[config.mk]
export PLATFORM = sky130hd
export DESIGN_NAME = sync_length_checksum_deframer_core
export DESIGN_NICKNAME = d
export VERILOG_FILES = /design/src/rtl/sldf_pkg.sv /design/src/rtl/sldf_ram.sv /design/src/rtl/sldf_dpath.sv /design/src/rtl/sldf_ctrl.sv /design/src/rtl/sync_length_checksum_deframer_core.sv
export SDC_FILE = /design/constraint.sdc
export NUM_CORES = 1
export LEC_CHECK = 0
export BUFFER_PORTS_ARGS = -buffer_cell sky130_fd_sc_hd__buf_2
export CAP_MARGIN = 20
export CORE_ASPECT_RATIO = 1.75
export CORE_MARGIN = 10
export CORE_UTILIZATION = 40
export CTS_CLUSTER_SIZE = 20
export DETAILED_ROUTE_END_ITERATION = 8
export MAX_ROUTING_LAYER = met4
export PLACE_DENSITY = 0.56
export SLEW_MARGIN = 20
export SYNTH_ARGS = -nofsm -noshare
export SYNTH_HDL_FRONTEND = slang
export SYNTH_SLANG_ARGS = --single-unit
[constraint.sdc]
create_clock -name clk -period 3.1 [get_ports clk]
set_input_delay 0.31 -clock clk [delete_from_list [all_inputs] [get_ports clk]]
set_output_delay 0.31 -clock clk [all_outputs]
set_load 0.01 [all_outputs]
[src/rtl/sldf_pkg.sv]
// Shared types and constants for the sync/length/checksum frame receiver.
`timescale 1ns / 1ps

package sldf_pkg;

  localparam int BYTE_W   = 8;
  localparam int STATUS_W = 2;
  localparam int CFG_IDX_W = 1;

  // Register indexes on the configuration port
  localparam logic [CFG_IDX_W-1:0] REG_SYNC_FIRST  = 1'b0;
  localparam logic [CFG_IDX_W-1:0] REG_SYNC_SECOND = 1'b1;

  // Register reset values
  localparam logic [BYTE_W-1:0] SYNC_FIRST_RST  = 8'hAA;
  localparam logic [BYTE_W-1:0] SYNC_SECOND_RST = 8'hAB;

  // Result status codes
  localparam logic [STATUS_W-1:0] STAT_OK      = 2'd0;
  localparam logic [STATUS_W-1:0] STAT_SUM_ERR = 2'd1;
  localparam logic [STATUS_W-1:0] STAT_LEN_ERR = 2'd2;

  // Commands from controller to datapath
  typedef struct packed {
    logic                take_len;    // store length byte, start sum
    logic                take_body;   // store data byte, add to sum
    logic                start_emit;  // rewind read index
    logic                rd_issue;    // read store at read index
    logic                load_data;   // load read data into output word
    logic                load_err;    // load error word into output
    logic [STATUS_W-1:0] err_status;  // error code for load_err
  } sldf_cmd_t;

  // Status from datapath to controller
  typedef struct packed {
    logic sync1_hit;  // input byte equals first sync
    logic sync2_hit;  // input byte equals second sync
    logic len_bad;    // input byte is not a usable length
    logic body_done;  // all length and data bytes stored
    logic sum_ok;     // input byte equals running sum
    logic rd_last;    // word being loaded is the final frame byte
    logic out_stall;  // output word held and not taken this cycle
  } sldf_stat_t;

endpackage

[src/rtl/sldf_ram.sv]
// Generic single-port-write, registered-read RAM.
`timescale 1ns / 1ps

module sldf_ram #(
  parameter int  WIDTH = 8,
  parameter int  DEPTH = 64,
  localparam int AW    = $clog2(DEPTH)
) (
  input  logic             clk,
  input  logic             we,
  input  logic [AW-1:0]    waddr,
  input  logic [WIDTH-1:0] wdata,
  input  logic             re,
  input  logic [AW-1:0]    raddr,
  output logic [WIDTH-1:0] rdata
);

  logic [WIDTH-1:0] mem [DEPTH];
  logic [WIDTH-1:0] rdata_r;

  // Write port
  always_ff @(posedge clk) begin
    if (we) begin
      mem[waddr] <= wdata;
    end
  end

  // Registered read port
  always_ff @(posedge clk) begin
    if (re) begin
      rdata_r <= mem[raddr];
    end
  end

  assign rdata = rdata_r;

endmodule

[src/rtl/sldf_dpath.sv]
// Datapath: sync registers, frame store, running sum, output word register.
`timescale 1ns / 1ps

module sldf_dpath #(
  parameter int BUFFER_DEPTH = 64
) (
  input  logic                                clk,
  input  logic                                rst_n,
  input  logic                                cfg_we,
  input  logic [sldf_pkg::CFG_IDX_W-1:0]      cfg_index,
  input  logic [sldf_pkg::BYTE_W-1:0]         cfg_wdata,
  input  logic [sldf_pkg::BYTE_W-1:0]         rx_byte,
  input  sldf_pkg::sldf_cmd_t                 cmd,
  output sldf_pkg::sldf_stat_t                stat,
  output logic                                out_tvalid,
  input  logic                                out_tready,
  output logic [sldf_pkg::BYTE_W-1:0]         out_byte,
  output logic [sldf_pkg::STATUS_W-1:0]       out_status,
  output logic                                out_last
);

  import sldf_pkg::*;

  localparam int                AW      = $clog2(BUFFER_DEPTH);
  localparam logic [BYTE_W-1:0] MAX_LEN = BYTE_W'(BUFFER_DEPTH - 1);

  logic [BYTE_W-1:0]   sync_first_r, sync_second_r;
  logic [AW-1:0]       fill_r, fill_nxt;
  logic [AW-1:0]       len_r, len_nxt;
  logic [BYTE_W-1:0]   sum_r, sum_nxt;
  logic [AW-1:0]       rd_idx_r, rd_idx_nxt;
  logic                out_valid_r, out_valid_nxt;
  logic [BYTE_W-1:0]   out_byte_r, out_byte_nxt;
  logic [STATUS_W-1:0] out_status_r, out_status_nxt;
  logic                out_last_r, out_last_nxt;
  logic                ram_we;
  logic [AW-1:0]       ram_waddr;
  logic [BYTE_W-1:0]   ram_rdata;
  logic                rd_last;

  // Configuration registers
  always_ff @(posedge clk) begin
    if (!rst_n) begin
      sync_first_r  <= SYNC_FIRST_RST;
      sync_second_r <= SYNC_SECOND_RST;
    end else if (cfg_we) begin
      case (cfg_index)
        REG_SYNC_FIRST:  sync_first_r  <= cfg_wdata;
        REG_SYNC_SECOND: sync_second_r <= cfg_wdata;
        default: ;
      endcase
    end
  end

  // Frame store
  assign ram_we    = cmd.take_len | cmd.take_body;
  assign ram_waddr = cmd.take_len ? '0 : fill_r;

  sldf_ram #(
    .WIDTH (BYTE_W),
    .DEPTH (BUFFER_DEPTH)
  ) u_store (
    .clk   (clk),
    .we    (ram_we),
    .waddr (ram_waddr),
    .wdata (rx_byte),
    .re    (cmd.rd_issue),
    .raddr (rd_idx_r),
    .rdata (ram_rdata)
  );

  assign rd_last = ((rd_idx_r + AW'(1)) == len_r);

  // Fill index, length, running sum and read index
  always_comb begin
    fill_nxt   = fill_r;
    len_nxt    = len_r;
    sum_nxt    = sum_r;
    rd_idx_nxt = rd_idx_r;
    if (cmd.take_len) begin
      len_nxt  = rx_byte[AW-1:0];
      fill_nxt = AW'(1);
      sum_nxt  = rx_byte;
    end else if (cmd.take_body) begin
      fill_nxt = fill_r + AW'(1);
      sum_nxt  = sum_r + rx_byte;
    end
    if (cmd.start_emit) begin
      rd_idx_nxt = '0;
    end else if (cmd.load_data) begin
      rd_idx_nxt = rd_idx_r + AW'(1);
    end
  end

  always_ff @(posedge clk) begin
    fill_r   <= fill_nxt;
    len_r    <= len_nxt;
    sum_r    <= sum_nxt;
    rd_idx_r <= rd_idx_nxt;
  end

  // Output word register: load on command, drop when taken
  always_comb begin
    out_valid_nxt  = out_valid_r;
    out_byte_nxt   = out_byte_r;
    out_status_nxt = out_status_r;
    out_last_nxt   = out_last_r;
    if (cmd.load_data) begin
      out_valid_nxt  = 1'b1;
      out_byte_nxt   = ram_rdata;
      out_status_nxt = STAT_OK;
      out_last_nxt   = rd_last;
    end else if (cmd.load_err) begin
      out_valid_nxt  = 1'b1;
      out_byte_nxt   = '0;
      out_status_nxt = cmd.err_status;
      out_last_nxt   = 1'b1;
    end else if (out_tready) begin
      out_valid_nxt  = 1'b0;
    end
  end

  always_ff @(posedge clk) begin
    if (!rst_n) begin
      out_valid_r <= 1'b0;
    end else begin
      out_valid_r <= out_valid_nxt;
    end
  end

  always_ff @(posedge clk) begin
    out_byte_r   <= out_byte_nxt;
    out_status_r <= out_status_nxt;
    out_last_r   <= out_last_nxt;
  end

  assign out_tvalid = out_valid_r;
  assign out_byte   = out_byte_r;
  assign out_status = out_status_r;
  assign out_last   = out_last_r;

  // Status to controller
  always_comb begin
    stat.sync1_hit = (rx_byte == sync_first_r);
    stat.sync2_hit = (rx_byte == sync_second_r);
    stat.len_bad   = (rx_byte == '0) || (rx_byte > MAX_LEN);
    stat.body_done = (fill_r == len_r);
    stat.sum_ok    = (rx_byte == sum_r);
    stat.rd_last   = rd_last;
    stat.out_stall = out_valid_r & ~out_tready;
  end

endmodule

[src/rtl/sldf_ctrl.sv]
// Controller: hunt, length, body and emit sequencing.
`timescale 1ns / 1ps

module sldf_ctrl (
  input  logic                 clk,
  input  logic                 rst_n,
  input  logic                 in_tvalid,
  output logic                 in_tready,
  input  sldf_pkg::sldf_stat_t stat,
  output sldf_pkg::sldf_cmd_t  cmd
);

  import sldf_pkg::*;

  typedef enum logic [5:0] {
    ST_SYNC1 = 6'b000001,
    ST_SYNC2 = 6'b000010,
    ST_LEN   = 6'b000100,
    ST_BODY  = 6'b001000,
    ST_RD    = 6'b010000,
    ST_LD    = 6'b100000
  } state_t;

  state_t state_r, state_nxt;
  logic   in_acc;

  // Accept words only in input states; hold the length word and the
  // checksum word while the output word is stalled
  always_comb begin
    case (state_r)
      ST_SYNC1, ST_SYNC2: in_tready = 1'b1;
      ST_LEN:             in_tready = ~stat.out_stall;
      ST_BODY:            in_tready = ~(stat.body_done & stat.out_stall);
      default:            in_tready = 1'b0;
    endcase
  end

  assign in_acc = in_tvalid & in_tready;

  // Next state and commands
  always_comb begin
    state_nxt = state_r;
    cmd       = '0;
    case (state_r)
      ST_SYNC1: begin
        if (in_acc && stat.sync1_hit) begin
          state_nxt = ST_SYNC2;
        end
      end
      ST_SYNC2: begin
        if (in_acc) begin
          state_nxt = stat.sync2_hit ? ST_LEN : ST_SYNC1;
        end
      end
      ST_LEN: begin
        if (in_acc) begin
          if (stat.len_bad) begin
            cmd.load_err   = 1'b1;
            cmd.err_status = STAT_LEN_ERR;
            state_nxt      = ST_SYNC1;
          end else begin
            cmd.take_len = 1'b1;
            state_nxt    = ST_BODY;
          end
        end
      end
      ST_BODY: begin
        if (in_acc) begin
          if (!stat.body_done) begin
            cmd.take_body = 1'b1;
          end else if (stat.sum_ok) begin
            cmd.start_emit = 1'b1;
            state_nxt      = ST_RD;
          end else begin
            cmd.load_err   = 1'b1;
            cmd.err_status = STAT_SUM_ERR;
            state_nxt      = ST_SYNC1;
          end
        end
      end
      ST_RD: begin
        // read once the output word is free by the next edge
        if (!stat.out_stall) begin
          cmd.rd_issue = 1'b1;
          state_nxt    = ST_LD;
        end
      end
      ST_LD: begin
        cmd.load_data = 1'b1;
        state_nxt     = stat.rd_last ? ST_SYNC1 : ST_RD;
      end
      default: begin
        state_nxt = ST_SYNC1;
      end
    endcase
  end

  always_ff @(posedge clk) begin
    if (!rst_n) begin
      state_r <= ST_SYNC1;
    end else begin
      state_r <= state_nxt;
    end
  end

endmodule

[src/rtl/sync_length_checksum_deframer_core.sv]
// Top level of the two-byte sync, length and 8-bit sum frame receiver.
//
//   channel  direction  handshake               payload
//   in_      input      in_tvalid/in_tready     in_tdata[7:0] = rx_byte
//   out_     output     out_tvalid/out_tready   out_tdata[7:0] = out_byte,
//                                               out_tuser[1:0] = status,
//                                               out_tlast = last
//   cfg_     input      cfg_we                  cfg_index, cfg_wdata
//
// The checksum word is checked in the cycle it is taken. A good frame of L
// bytes is then emitted word by word: a registered read of the frame store,
// issued once the output word is free, then an output load. No input is taken
// while it drains.
// Reset (rst_n, synchronous) returns to hunting for the first sync byte.
// A stalled output word holds off the length word and the checksum word.
`timescale 1ns / 1ps

module sync_length_checksum_deframer_core #(
  parameter int BUFFER_DEPTH = 64
) (
  input  logic                                clk,
  input  logic                                rst_n,
  input  logic                                in_tvalid,
  output logic                                in_tready,
  input  logic [7:0]                          in_tdata,    // [7:0] rx_byte
  output logic                                out_tvalid,
  input  logic                                out_tready,
  output logic [7:0]                          out_tdata,   // [7:0] out_byte
  output logic [1:0]                          out_tuser,   // [1:0] status
  output logic                                out_tlast,
  input  logic                                cfg_we,
  input  logic [sldf_pkg::CFG_IDX_W-1:0]      cfg_index,
  input  logic [sldf_pkg::BYTE_W-1:0]         cfg_wdata
);

  import sldf_pkg::*;

  sldf_cmd_t  cmd;
  sldf_stat_t stat;

  sldf_ctrl u_ctrl (
    .clk       (clk),
    .rst_n     (rst_n),
    .in_tvalid (in_tvalid),
    .in_tready (in_tready),
    .stat      (stat),
    .cmd       (cmd)
  );

  sldf_dpath #(
    .BUFFER_DEPTH (BUFFER_DEPTH)
  ) u_dpath (
    .clk        (clk),
    .rst_n      (rst_n),
    .cfg_we     (cfg_we),
    .cfg_index  (cfg_index),
    .cfg_wdata  (cfg_wdata),
    .rx_byte    (in_tdata),
    .cmd        (cmd),
    .stat       (stat),
    .out_tvalid (out_tvalid),
    .out_tready (out_tready),
    .out_byte   (out_tdata),
    .out_status (out_tuser),
    .out_last   (out_tlast)
  );

endmodule

# [Word level (Yosys, flattened, before mapping)]
# Memories as Yosys holds them, arrays and structs flattened. A register that Yosys moved wholly into a read port is not among the register bits.
# Cells that the tools add are included.
[word_totals] reg_bits=60 ram_bits=512 input_bits=22 output_inout_bits=13 word_cells=92 n_memories=1
[mem_list] name="u_dpath.u_store.mem" depth=64 width=8 read_ports=1 rd_clocked_by_memory_dff=1 wr=1 line="sldf_ram.sv:18" rtl="logic [WIDTH-1:0] mem [DEPTH];"
[classes] addsub=3 magnitude_cmp=1 eq_ne=17 muxes=41 bitwise=8 n_reduce_logical=10
[ops] cell="$mux W6" n=7
[ops] cell="$pmux W6 S6" n=1
[ops] cell="$mux W8" n=4
[ops] cell="$eq A8 B8 Y1" n=3
[ops] cell="$mux W3" n=6
[ops] cell="$mux W1" n=16
[ops] cell="$add A6 B1 Y6 const B" n=2
[ops] cell="$eq A6 B6 Y1" n=2
[ops] cell="$mux W5" n=2
[ops] cell="$ne A2 B1 Y1 const B" n=5
[ops] cell="$add A8 B8 Y8" n=1
[ops] cell="$gt A8 B6 Y1 const B" n=1
[ops] cell="$logic_not A8 Y1" n=1
[ops] cell="$eq A6 B1 Y1 const B" n=1
[ops] cell="$eq A6 B2 Y1 const B" n=1
[ops] cell="$eq A6 B3 Y1 const B" n=1
[ops] cell="$eq A6 B4 Y1 const B" n=1
[ops] cell="$eq A6 B5 Y1 const B" n=1
[ops] cell="$eq A6 B6 Y1 const B" n=1
[ops] cell="$pmux W3 S2" n=1
[ops] cell="$reduce_and A6 Y1" n=1
[ops] cell="$mux W2" n=2
[ops] cell="$mux W4" n=1
[ops] cell="$not A1 Y1" n=4
[ops] cell="other kinds (10)" n=14

# [Logic depth before layout (Yosys ltp)]
[depth] ltp_word=11 ltp_mapped=9 mapped_depth_nobuf=9

# [Hierarchy]
# From an unflattened synthesis, not the netlist that was laid out.
[unflattened] cells_unflattened=1298 hier_area_um2=23669.0
[modules_own_cells] mod="sldf_ram" n_inst=1 cells_per_inst=940 area_each_um2=20246.9 seq_area_each_um2=15615.0
[modules_own_cells] mod="sldf_dpath" n_inst=1 cells_per_inst=283 area_each_um2=2772.7 seq_area_each_um2=1311.3
[modules_own_cells] mod="sldf_ctrl" n_inst=1 cells_per_inst=75 area_each_um2=649.4 seq_area_each_um2=120.1

# [Worst setup path before layout]
# OpenSTA, ideal clock, no wires.
[synth_timing] path_kind="register to register" from="register u_ctrl.state_r[4]" to="memory u_dpath.u_store.mem[22][0] (enable)" setup_time_ns=0.395 arrival_ns=2.430 required_time_ns=2.705 slack_ns=0.275 path_stages_with_launch=9 n_path_buf=3 synth_period_minus_slack_ns=2.825 cell_sequence="dfxtp_1 buf_2 nor4_2 nand3_1 a21o_1 buf_2 or2_2 clkbuf_1 nor4_1"
[synth_via] elab_chain_len=9 elab_cells_between_ends=15 classes_between="eq/ne (4); mux (8); bitwise (2); reduce/logical (1)"
[synth_rtl] item="start, declared" line="sldf_ctrl.sv:24" rtl="state_t state_r, state_nxt;"
[synth_rtl] item="start signal, assigned" line="sldf_ctrl.sv:102" rtl="state_r <= state_nxt;"
[synth_rtl] item="$eq A6 B1 Y1 or $eq A6 B2 Y1 (tied branches)" line="sldf_ctrl.sv:30" rtl="case (state_r)"
[synth_rtl] item="$reduce_or A2 Y1" line="sldf_ctrl.sv:30"
[synth_rtl] item="$pmux W1 S3" line="sldf_ctrl.sv:30"
[synth_rtl] item="$and A1 B1 Y1" line="sldf_ctrl.sv:38" rtl="assign in_acc = in_tvalid & in_tready;"
[synth_rtl] item="$mux W1 or $mux W2 (tied branches)" line="sldf_ctrl.sv:56, sldf_ctrl.sv:68"
[synth_rtl] item="$mux W1 or $mux W2 (tied branches)" line="sldf_ctrl.sv:44" rtl="case (state_r)"
[synth_rtl] item="$or A1 B1 Y1" line="sldf_dpath.sv:56" rtl="assign ram_we = cmd.take_len | cmd.take_body;"
[synth_rtl] item="$mux W1" line="sldf_ram.sv:23" rtl="if (we) begin"
[synth_rtl] item="$mux W1 (implied by the code)" line="sldf_ram.sv:24" rtl="mem[waddr] <= wdata;"
[synth_rtl] item="end, declared" line="sldf_ram.sv:18"
# Parallel ways exist; a longest one is shown, timed or not.

==> impl_metrics.yaml <==
status:
  status: "finished clean"
cts:
  cts_tree: "built"
  cts_inserted_buffers: 50
  cts_setup_buffers: 0
  root_buffer: "clkbuf_16"
  cts_resized: 0
  htreeDepth: 2
  cts_buffer_depth: 3
  clock_sinks: 580
  insertion_delay_ps: 590
  clkSlewWorstSetupHoldPaths_ps: 70
logic_synthesis:
  dominantRegCellSynth: "edfxtp_1"
  synth_edf_count: 543
  syn_nets: 1285
  synth_top_area_share_pct: 69.4
  yosys-top-cells-count: "edfxtp_1 (543), mux4_2 (155), nand2_1 (78), nor2_1 (74), clkbuf_1 (38)"
  yosys_warnings: 0
  synth_area_sq_mm: 0.0235
  synth.most_common_cell: "edfxtp_1"
  synthTopCellsByArea: "edfxtp_1 (69%), mux4_2 (15%), dfxtp_1 (3.2%)"
  syn_avg_cell_area_sq_um: 18.8
  synthCells: 1253
  ys_async_sr_fraction_pct: 0
  synth_cell_type_count: 60
  synth_top_area_cell: "edfxtp_1"
  ys_ff_latch: 580
  yosysSeqAreaShare_pct: 72.5
drt:
  dr.pass1.iters: 4
  ant_nets: 0
  drc: 0
  first_iter_violations: 871
  highest_layer: "met4"
  route.vias.total: 11870
  via_per_inst: 5.42
  wl_met3_mm: 1.76
  wl_per_cell_microns: 25.9
  dr_wl_met2_mm: 31.9
  wl_mm: 56.7
  met1_length_mm: 21.8
final_layout:
  layout-drive-gt1-share_pct: 27.4
  antenna_cells: 0
  nets: 1410
  syn_to_final_growth_pct: 14.4
  fillerInstances: 5102
  final-instance-count-excl-fill: 2192
global_routing:
  grt_overflow: 0
  antenna_found_initial: 0
  grt_pass1_wl_mm: 84.6
  grt_pass1_vias: 12476
  grt_max_degree: 67
  track_usage_pct: 17.0
placed_design:
  dp_hpwl_mm: 37.9
  io_buffers: 34
  dpl.cell_count: 2091
  gp_congestion: 0.827
power_and_ir_drop:
  leakage_nw: 9.00
  ir_drop_mv: 0.466
  power_density_mw_per_mm2: 572
die:
  die-area_sq_mm: 0.0692
  dieWidth_microns: 203
  start_util_pct: 40.3
  ios: 35
  core_sq_mm: 0.0583
  rows: 117
  die_h_microns: 341
setup_path:
  cp_slowest_cell: "mux4_2"
  rrSetupSlack_ps: 340
  reg2reg_depth: 8
  crit_required_ps: 3440
  worst-path-buf-inv: 2
  startpoint_type: "register"
  reg2reg_to: "u_dpath.u_store.rdata[2]"
  cp-end-kind: "register"
  crit_family: "multiplexers"
  cp_num_cells: 8
  crit_type: "reg -> reg"
  cp_max_fo: 31
  worstPathCellList: "buf_12 -> buf_12 -> mux4_2 -> mux2i_1 -> a22oi_1 -> nand2_1 -> a21oi_1 -> a221o_1"
  setup.worst_path.end: "u_dpath.u_store.rdata[2]"
  crit_start: "u_dpath.rd_idx_r[0]"
  path_common_cell: "buf_12"
  arrival_ps: 3100
  r2r_start: "u_dpath.rd_idx_r[0]"
  slowest_delay_ps: 550
timing:
  slew_viol_final: 0
  period_share_pct: 89.1
  fin_skew_ps: 21.5
  fmax_mhz: 362
  slew_headroom_pct: 28.5
  hold_violations: 0
  setup_viol: 0
  rsz0062_at_grt: "false"
  worstMarginPinSlew_ps: 1070
  tns_ps: 0
  post-route-min-period_ps: 2760
hold_path:
  hold_start: "rst_n"
  min-delay-path-class: "in -> reg"
flow_run:
  maxCapViolations: 0
-- repair_timing --
item	4_1_cts	5_1_grt
hold endpoints to repair	16	0
hold buffers	8	0
setup endpoints to repair	0	0
-- worst min path at each step --
stage,endpoint,slack (ps),cells past startpoint
final,u_dpath.sync_second_r[5],70,2
after global routing,u_dpath.sync_second_r[5],70,2
after floorplan,u_dpath.len_r[0],410,0
after global placement,u_dpath.out_status[0],460,1
after CTS,u_dpath.sync_first_r[1],40,2
after detailed placement,u_dpath.out_status[1],460,2
-- registers in the layout, indices dropped and copies added, names as in the netlist --
name / count
u_ctrl.state_r: 6
u_dpath.fill_r: 6
u_dpath.len_r: 6
u_dpath.out_byte: 8
u_dpath.out_last: 1
u_dpath.out_status: 2
u_dpath.out_tvalid: 1
u_dpath.rd_idx_r: 6
u_dpath.sum_r: 8
u_dpath.sync_first_r: 8
u_dpath.sync_second_r: 8
u_dpath.u_store.mem: 512
u_dpath.u_store.rdata: 8
-- metrics by stage --
stage          power, W  hold WS, ps  util (%)  setup slack (ps)  instance area, sq um
3_5_place_dp    0.00929          458      43.3               305                 25200
5_1_grt          0.0159         66.7      46.2               178                 26900
6_report         0.0154         68.2      46.2               338                 26900
2_1_floorplan   0.00902          409         -               275                 23500
3_3_place_gp    0.00928          455      43.3               295                 25200
4_1_cts          0.0155         39.2      46.2               305                 26900
-- layer usage --
metal	GRT usage [%]	vias up
li1	-	5267
met1	19.5	6272
met2	30.9	254
met3	1.54	77
met4	4.71	0
met5	-	-
-- cell type report --
cell class,count,area [sq um],area share [%]
Multi-Input combinational cell,583,6070,22.6
Clock inverter,29,265,0.986
Clock buffer,64,1350,5.01
Timing Repair Buffer,148,1130,4.22
Tap cell,773,967,3.60
Sequential cell,580,17100,63.4
Inverter,15,56.3,0.209
-- where the power goes --
part	internal, W	switching [W]	leakage [nW]
combinational	0.000187	0.000352	3.03
sequential	0.00856	0.0000168	5.17
clock	0.00349	0.00277	0.800
total	0.0122	0.00314	9.00
-- cell families after synthesis --
group           synth area share (%)
compound gates                  2.10
xor+xnor                        1.64
fa+ha+maj                      0.564
buf+inv                         1.78
flops                           72.5
mux                             15.5
simple gates                    5.87
-- cell usage in the layout (no fill, tap or decap), types with 6 or more instances in the layout --
cell	Yosys	routed
dlygate4sd3_1	0	8
edfxtp_1	543	543
clkbuf_1	38	9
clkbuf_16	0	51
and2_1	7	7
buf_12	0	7
nand2_1	78	78
nand3_1	27	27
clkinv_2	0	11
mux2i_1	16	16
a22oi_1	6	6
a21oi_1	23	23
or3_1	8	8
buf_2	16	34
mux4_2	155	155
dfxtp_1	37	33
ha_1	9	9
nor2b_1	11	11
nand2b_1	7	7
inv_1	14	14
xor2_1	17	17
nor3_1	28	28
clkinv_1	0	10
nor2_1	74	74
buf_4	6	99
o21ai_0	11	11
xnor2_1	27	27
and3_1	9	9
-- worst reg2reg max path: cells and delay by family, from the launching register on --
family / cells / cell delay, ps
buffers and inverters: 2 / 580
flip-flops: 1 / 380
multiplexers: 2 / 880
AO/OA/AOI/OAI: 3 / 570
AND/OR/NAND/NOR: 1 / 120
Power figures use the tool's default switching activity.
